$ cat src/sv/mpv_pkg.sv
// Package: shared types, constants and SHA-256 helpers for the Merkle path verifier.
`default_nettype none
package mpv_pkg;
	localparam int NodeIndexBitsDefault = 32;
	localparam logic [63:0] FieldPrime = 64'hFFFF_FFFF_0000_0001;

	localparam logic [1:0] MODE_START   = 2'd0;
	localparam logic [1:0] MODE_ELEMENT = 2'd1;
	localparam logic [1:0] MODE_SIBLING = 2'd2;

	localparam logic [2:0] CFG_EXT_MODE = 3'd0;
	localparam logic [2:0] CFG_ROOT_0   = 3'd1;
	localparam logic [2:0] CFG_ROOT_1   = 3'd2;
	localparam logic [2:0] CFG_ROOT_2   = 3'd3;
	localparam logic [2:0] CFG_ROOT_3   = 3'd4;

	typedef struct packed {
		logic [1:0]  mode;
		logic [31:0] node_index;
		logic [63:0] word_0;
		logic [63:0] word_1;
		logic [63:0] word_2;
		logic [63:0] word_3;
		logic        last;
	} item_t;

	typedef logic [255:0] state_t;

	function automatic logic [31:0] rotr(input logic [31:0] x, input int n);
		rotr = (x >> n) | (x << (32 - n));
	endfunction

	function automatic logic [31:0] round_k(input logic [5:0] i);
		logic [31:0] k [64];
		k = '{
		32'h428a2f98, 32'h71374491, 32'hb5c0fbcf, 32'he9b5dba5, 32'h3956c25b, 32'h59f111f1,
		32'h923f82a4, 32'hab1c5ed5, 32'hd807aa98, 32'h12835b01, 32'h243185be, 32'h550c7dc3,
		32'h72be5d74, 32'h80deb1fe, 32'h9bdc06a7, 32'hc19bf174, 32'he49b69c1, 32'hefbe4786,
		32'h0fc19dc6, 32'h240ca1cc, 32'h2de92c6f, 32'h4a7484aa, 32'h5cb0a9dc, 32'h76f988da,
		32'h983e5152, 32'ha831c66d, 32'hb00327c8, 32'hbf597fc7, 32'hc6e00bf3, 32'hd5a79147,
		32'h06ca6351, 32'h14292967, 32'h27b70a85, 32'h2e1b2138, 32'h4d2c6dfc, 32'h53380d13,
		32'h650a7354, 32'h766a0abb, 32'h81c2c92e, 32'h92722c85, 32'ha2bfe8a1, 32'ha81a664b,
		32'hc24b8b70, 32'hc76c51a3, 32'hd192e819, 32'hd6990624, 32'hf40e3585, 32'h106aa070,
		32'h19a4c116, 32'h1e376c08, 32'h2748774c, 32'h34b0bcb5, 32'h391c0cb3, 32'h4ed8aa4a,
		32'h5b9cca4f, 32'h682e6ff3, 32'h748f82ee, 32'h78a5636f, 32'h84c87814, 32'h8cc70208,
		32'h90befffa, 32'ha4506ceb, 32'hbef9a3f7, 32'hc67178f2};
		round_k = k[i];
	endfunction

	localparam state_t ShaInit = {32'h6a09e667, 32'hbb67ae85, 32'h3c6ef372, 32'ha54ff53a,
		32'h510e527f, 32'h9b05688c, 32'h1f83d9ab, 32'h5be0cd19};

	function automatic logic [63:0] canonical(input logic [63:0] x);
		canonical = (x >= FieldPrime) ? x - FieldPrime : x;
	endfunction
endpackage
`default_nettype wire

$ cat src/sv/mpv_queue.sv
// Two-entry item queue between the front end and the verify engine.
`default_nettype none
module mpv_queue
	import mpv_pkg::*;
(
	input  wire logic  clk,
	input  wire logic  arst_n,
	input  wire logic  in_valid,
	output logic       in_ready,
	input  wire item_t in_item,
	output logic       out_valid,
	input  wire logic  out_ready,
	output item_t      out_item
);
	item_t     mem_q [2];
	logic      wp_q, rp_q;
	logic [1:0] cnt_q;
	logic      push, pop;

	assign in_ready  = cnt_q != 2'd2;
	assign out_valid = cnt_q != 2'd0;
	assign out_item  = mem_q[rp_q];
	assign push      = in_valid && in_ready;
	assign pop       = out_valid && out_ready;

	always_ff @(posedge clk) begin
		if (push)
			mem_q[wp_q] <= in_item;
	end

	always_ff @(posedge clk or negedge arst_n) begin
		if (!arst_n) begin
			wp_q  <= 1'b0;
			rp_q  <= 1'b0;
			cnt_q <= '0;
		end else begin
			if (push) wp_q <= ~wp_q;
			if (pop)  rp_q <= ~rp_q;
			cnt_q <= cnt_q + {1'b0, push} - {1'b0, pop};
		end
	end
endmodule
`default_nettype wire

$ cat config.mk
export PLATFORM = sky130hd
export DESIGN_NAME = mpv_queue
export DESIGN_NICKNAME = d
export VERILOG_FILES = /design/src/sv/mpv_pkg.sv /design/src/sv/mpv_queue.sv
export SDC_FILE = /design/constraint.sdc
export NUM_CORES = 1
export LEC_CHECK = 0
export BUFFER_PORTS_ARGS = -buffer_cell sky130_fd_sc_hd__clkbuf_2
export CAP_MARGIN = 30
export CORE_AREA = 2 2 229 231
export DETAILED_ROUTE_END_ITERATION = 6
export DIE_AREA = 0 0 231 233
export GPL_TIMING_DRIVEN = 0
export PLACE_DENSITY = 0.68
export SLEW_MARGIN = 40
export SYNTH_ARGS = -nofsm -noshare
export SYNTH_HDL_FRONTEND = slang
export SYNTH_SLANG_ARGS = --single-unit
export TNS_END_PERCENT = 100
$ cat constraint.sdc
create_clock -name clk -period 13 [get_ports clk]
set_input_delay 1.3 -clock clk [delete_from_list [all_inputs] [get_ports clk]]
set_output_delay 1.3 -clock clk [all_outputs]
set_load 0.005 [all_outputs]
Word level (Yosys, flattened, before mapping)
Memory sizes are Yosys's and may differ from the RTL's.
Cells that the tools add are included.
{ "totals": {"output_inout_bits": 293, "mem_bits_rw": 582, "input_bits": 295, "wordCells": 14, "reg_bits": 4, "mem_count": 1} }
{ "op_classes": {"n_reduce_logical": 3, "n_eq_ne": 1, "n_bitwise": 2, "mux": 2, "add_sub_neg": 2} }
{ "mem_list": {"columns": ["memory", "depth", "width", "read_ports", "rd_ports_with_merged_regs", "write_ports", "line", "rtl"], "rows": [
  ["mem_q", 2, 291, 1, 0, 1, "mpv_queue.sv:15", "item_t mem_q [2];"]
]} }
{ "ops": {"columns": ["cell", "n"], "rows": [
  ["adder 2 x 1 -> 2 bit", 1],
  ["logical AND 1 bit", 2],
  ["two-way mux 1 bit", 2],
  ["!= test 2 bit (second input constant)", 1],
  ["NOT 1 bit", 2],
  ["nonzero test 2 bit", 1],
  ["subtractor 2 x 1 -> 2 bit", 1]
]} }

Depth between registers and ports, before layout
{ "depth": {"depth_word": 4, "depth_mapped": 7, "mapped_depth_nobuf": 7} }

Worst setup path before layout
No wires, ideal clock.
{ "synth_path": {"kind": "input port to flip-flop", "startpoint": "in in_valid", "endpoint": "mem mem_q[0][0] (netlist name), enable pin", "path_stages": 2, "slack_ns": -1.391, "arrival_time_ns": 13.443, "t_required_ns": 12.051, "path_buffers": 0, "setup_time_ns": 0.949, "cell_sequence": "nand2_1 nor2_1"} }
{ "synth_via": {"elab_chain_len": 3} }
{ "synth_rtl": {"columns": ["element", "line", "rtl"], "rows": [
  ["from (decl)", "mpv_queue.sv:8", "input wire logic in_valid,"],
  ["logical AND 1 bit", "mpv_queue.sv:23", "assign push = in_valid && in_ready;"],
  ["two-way mux 1 bit", "mpv_queue.sv:27", "if (push)"],
  ["two-way mux 1 bit (not written as such)", "mpv_queue.sv:28", "mem_q[wp_q] <= in_item;"],
  ["to (decl)", "mpv_queue.sv:15", null]
]} }
No other way between the ends.

==> impl_metrics.toml <==
[run_status]
status = "completed"

[power]
leakage_nw = 10.46
p_per_area_nw_per_um2 = 225.7
ir_drop_uv = 123.6

[synthesis]
synth_area_per_cell_sq_um = 23.11
synth.distinct_cells = 15
ys_warn_count = 0
yosys.area.top_type = "edfxtp_1"
synth_area_leaders = "edfxtp_1 (82%), mux2_2 (15%), buf_6 (1.6%)"
synthesis.area_sq_um = 21300
yosys-top-cells-count = "edfxtp_1 (582), mux2_2 (291), buf_6 (31)"
syn-num-nets = 1219
synthArstFlopShare_pct = 0.6826
synth-seq-cells = 586
yosysMostFrequentCell = "edfxtp_1"
synth-edff-count = 582
yosysSeqAreaShare_pct = 82.50
synth_cells = 922
yosysTopAreaCellShare_pct = 82.03
synthFlopType = "edfxtp_1"

[clock_network]
clock_latency_ps = 590
cts-root-buf = "clkbuf_16"
cts_hold_buf = 0
cts_max_path_buffers = 3
cts_tree = "yes"
clk_pin_slew_ps = 60
cts_buffers = 58
post_cts_buffers = 0
cts_htree_levels = 2
cts.sinks = 586
ctsResizeCount = 0

[drt]
dr.pass1.iters = 5
via_per_inst = 4.809
drt_iter0_markers = 521
ant_nets = 0
vias = 11190
route.detailed.wl_per_inst_um = 20.99
wirelength_mm = 48.86
drc = 0

[global_routing]
grt_overflow = 0
top_usage_layer = "met2"
grt.total_usage_pct = 17.57
antenna_found_initial = 5
groute.layer.met1.usage_pct = 19.12
grt_first_pass_wirelength_mm = 70.39
grt_util_met2_pct = 31.00
grt_use_met3_pct = 7.047
grt_pass1_vias = 11720
grt_max_degree = 40

[floorplan]
coreArea_sq_um = 51090
die-area_sq_um = 53820
io_pins = 588
rows = 83
start_util_pct = 41.70
die_height_um = 233
die_w_um = 231

[sta]
relSlewSlack_pct = 79.15
fmax_ghz = 0.2920
fin_skew_ps = 18.83
slew_viol_final = 0
setup_violations = 0
worst_pin_slew_ps = 312.0
fin_crit_sh_pct = 26.34
hold_viol = 0
final.setup.tns_ps = 0
min_period_ps = 3424
rsz0062_at_grt = "no"

[setup_path]
path_cells = "buf_6, buf_6, mux2_2, clkbuf_2"
cpMaxStageDelayCell = "dfrtp_1"
cpMostUsedCell = "buf_6"
cp_max_fo = 10
worst_ep_required_time_ps = 11700
crit_type = "reg -> out"
cp.arrival_ps = 2120
crit_path_end_kind = "output pin"
cp-start-kind = "flop"
cp_num_buf_inv = 3
max_stage_delay_ps = 470
critPathTopFamily = "buffers and inverters"

[placed_design]
io_buffers = 587
dp.final_hpwl_mm = 36.20
dpl-instance-area_sq_um = 25650
gp_congestion = 0.7947

[hold_path]
hp-class = "in -> async"

[finish]
finalInstanceArea_sq_um = 27610
synthToLayoutAreaGrowth_pct = 29.59
fin_nets = 1893
drive_above_1_share_pct = 62.25

[flow_run]
drv_cap = 0
path summary, 6_finish.rpt:
| check | startpoint | endpoint | slack, ps | cells past startpoint |
|---|---|---|---|---|
| setup / recovery | rp_q$_DFFE_PN0P_ | out_item[185] | 9580 | 4 |
| hold / removal | arst_n | cnt_q[0]$_DFF_PN0_ | 510 | 1 |
| setup reg to reg | cnt_q[1]$_DFF_PN0_ | mem_q[0][185]$_DFFE_PP_ | 10160 | 11 |
| hold reg to reg | cnt_q[0]$_DFF_PN0_ | cnt_q[0]$_DFF_PN0_ | 520 | 1 |
| max in group asynchronous | arst_n | rp_q$_DFFE_PN0P_ | 12360 | 1 |
| min in group clk | cnt_q[0]$_DFF_PN0_ | cnt_q[0]$_DFF_PN0_ | 520 | 1 |
final cells by class:
| cell class | instances | area (sq um) |
|---|---|---|
| Antenna cell | 2 | 5.005 |
| Buffer | 32 | 354.1 |
| Clock buffer | 74 | 1575 |
| Clock inverter | 35 | 377.9 |
| Fill cell | 4008 | 23490 |
| Inverter | 1 | 3.754 |
| Multi-Input combinational cell | 303 | 3382 |
| Sequential cell | 586 | 17580 |
| Tap cell | 680 | 850.8 |
| Timing Repair Buffer | 614 | 3483 |
state kept, by name, summed over array words and instances, names as in the netlist:
name   cells
mem_q    582
cnt_q      2
rp_q       1
wp_q       1
power by group:
group	internal (mW)	total [mW]	switching (mW)	leakage (nW)
combinational	0.926	1.88	0.959	4.06
clock	1.01	1.69	0.675	0.944
sequential	2.57	2.66	0.0854	5.45
total	4.51	6.23	1.72	10.5
layout by cell type, fill, tap and decap left out:
cell type | synthesis | routed
dfrtp_1 | 4 | 4
nand2b_1 | 1 | 1
buf_8 | 0 | 11
buf_6 | 31 | 31
xor2_1 | 1 | 1
diode_2 | 0 | 2
inv_1 | 1 | 1
buf_12 | 0 | 8
buf_16 | 0 | 8
clkinv_1 | 0 | 12
buf_2 | 1 | 1
nand2_1 | 1 | 1
and3_4 | 0 | 1
xnor2_1 | 3 | 3
mux2_2 | 291 | 291
nor2_4 | 0 | 1
or2_2 | 1 | 1
edfxtp_1 | 582 | 582
bufinv_16 | 0 | 8
ha_1 | 2 | 2
clkbuf_1 | 0 | 13
clkinv_2 | 0 | 9
clkbuf_2 | 0 | 587
clkinvlp_4 | 0 | 4
clkbuf_16 | 0 | 61
and2_1 | 1 | 1
inv_6 | 0 | 2
cell families after synthesis:
logic type / after synthesis / synth area share, %
buf+inv: 33 / 1.680
simple gates: 6 / 0.1527
fa+ha+maj: 2 / 0.1174
flops: 586 / 82.50
mux: 291 / 15.38
xor+xnor: 4 / 0.1645
worst register-to-register path, stage by stage, from the launching register on:
cell	delay, ps
dfrtp_1	400
nand2b_1	130
nand2_1	150
nor2_4	290
buf_8	210
buf_8	180
buf_8	200
buf_8	220
buf_8	210
buf_16	190
buf_16	190
buf_16	170
through the flow:
| stage | instances | setup slack [ps] | utilization (%) | total power, mW | hold WS (ps) |
|---|---|---|---|---|---|
| after global placement | 2189 | -772.5 | 49.12 | 4.684 | 492.1 |
| after global routing | 2325 | 9456 | 54.03 | 6.510 | 479.8 |
| after floorplan | 922 | 3544 | - | 3.814 | 478.8 |
| after CTS | 2325 | 9489 | 54.03 | 6.316 | 466.6 |
| after detailed placement | 2216 | 9253 | 50.20 | 4.615 | 512.4 |
| final | 2327 | 9576 | 54.04 | 6.231 | 509.0 |
routing by layer:
layer	vias up	share of wire [%]
li1	5071	-
met1	5589	35
met2	426	52
met3	99	9.9
met4	6	2.9
met5	-	0.080
(Power assumes the default switching activity.)
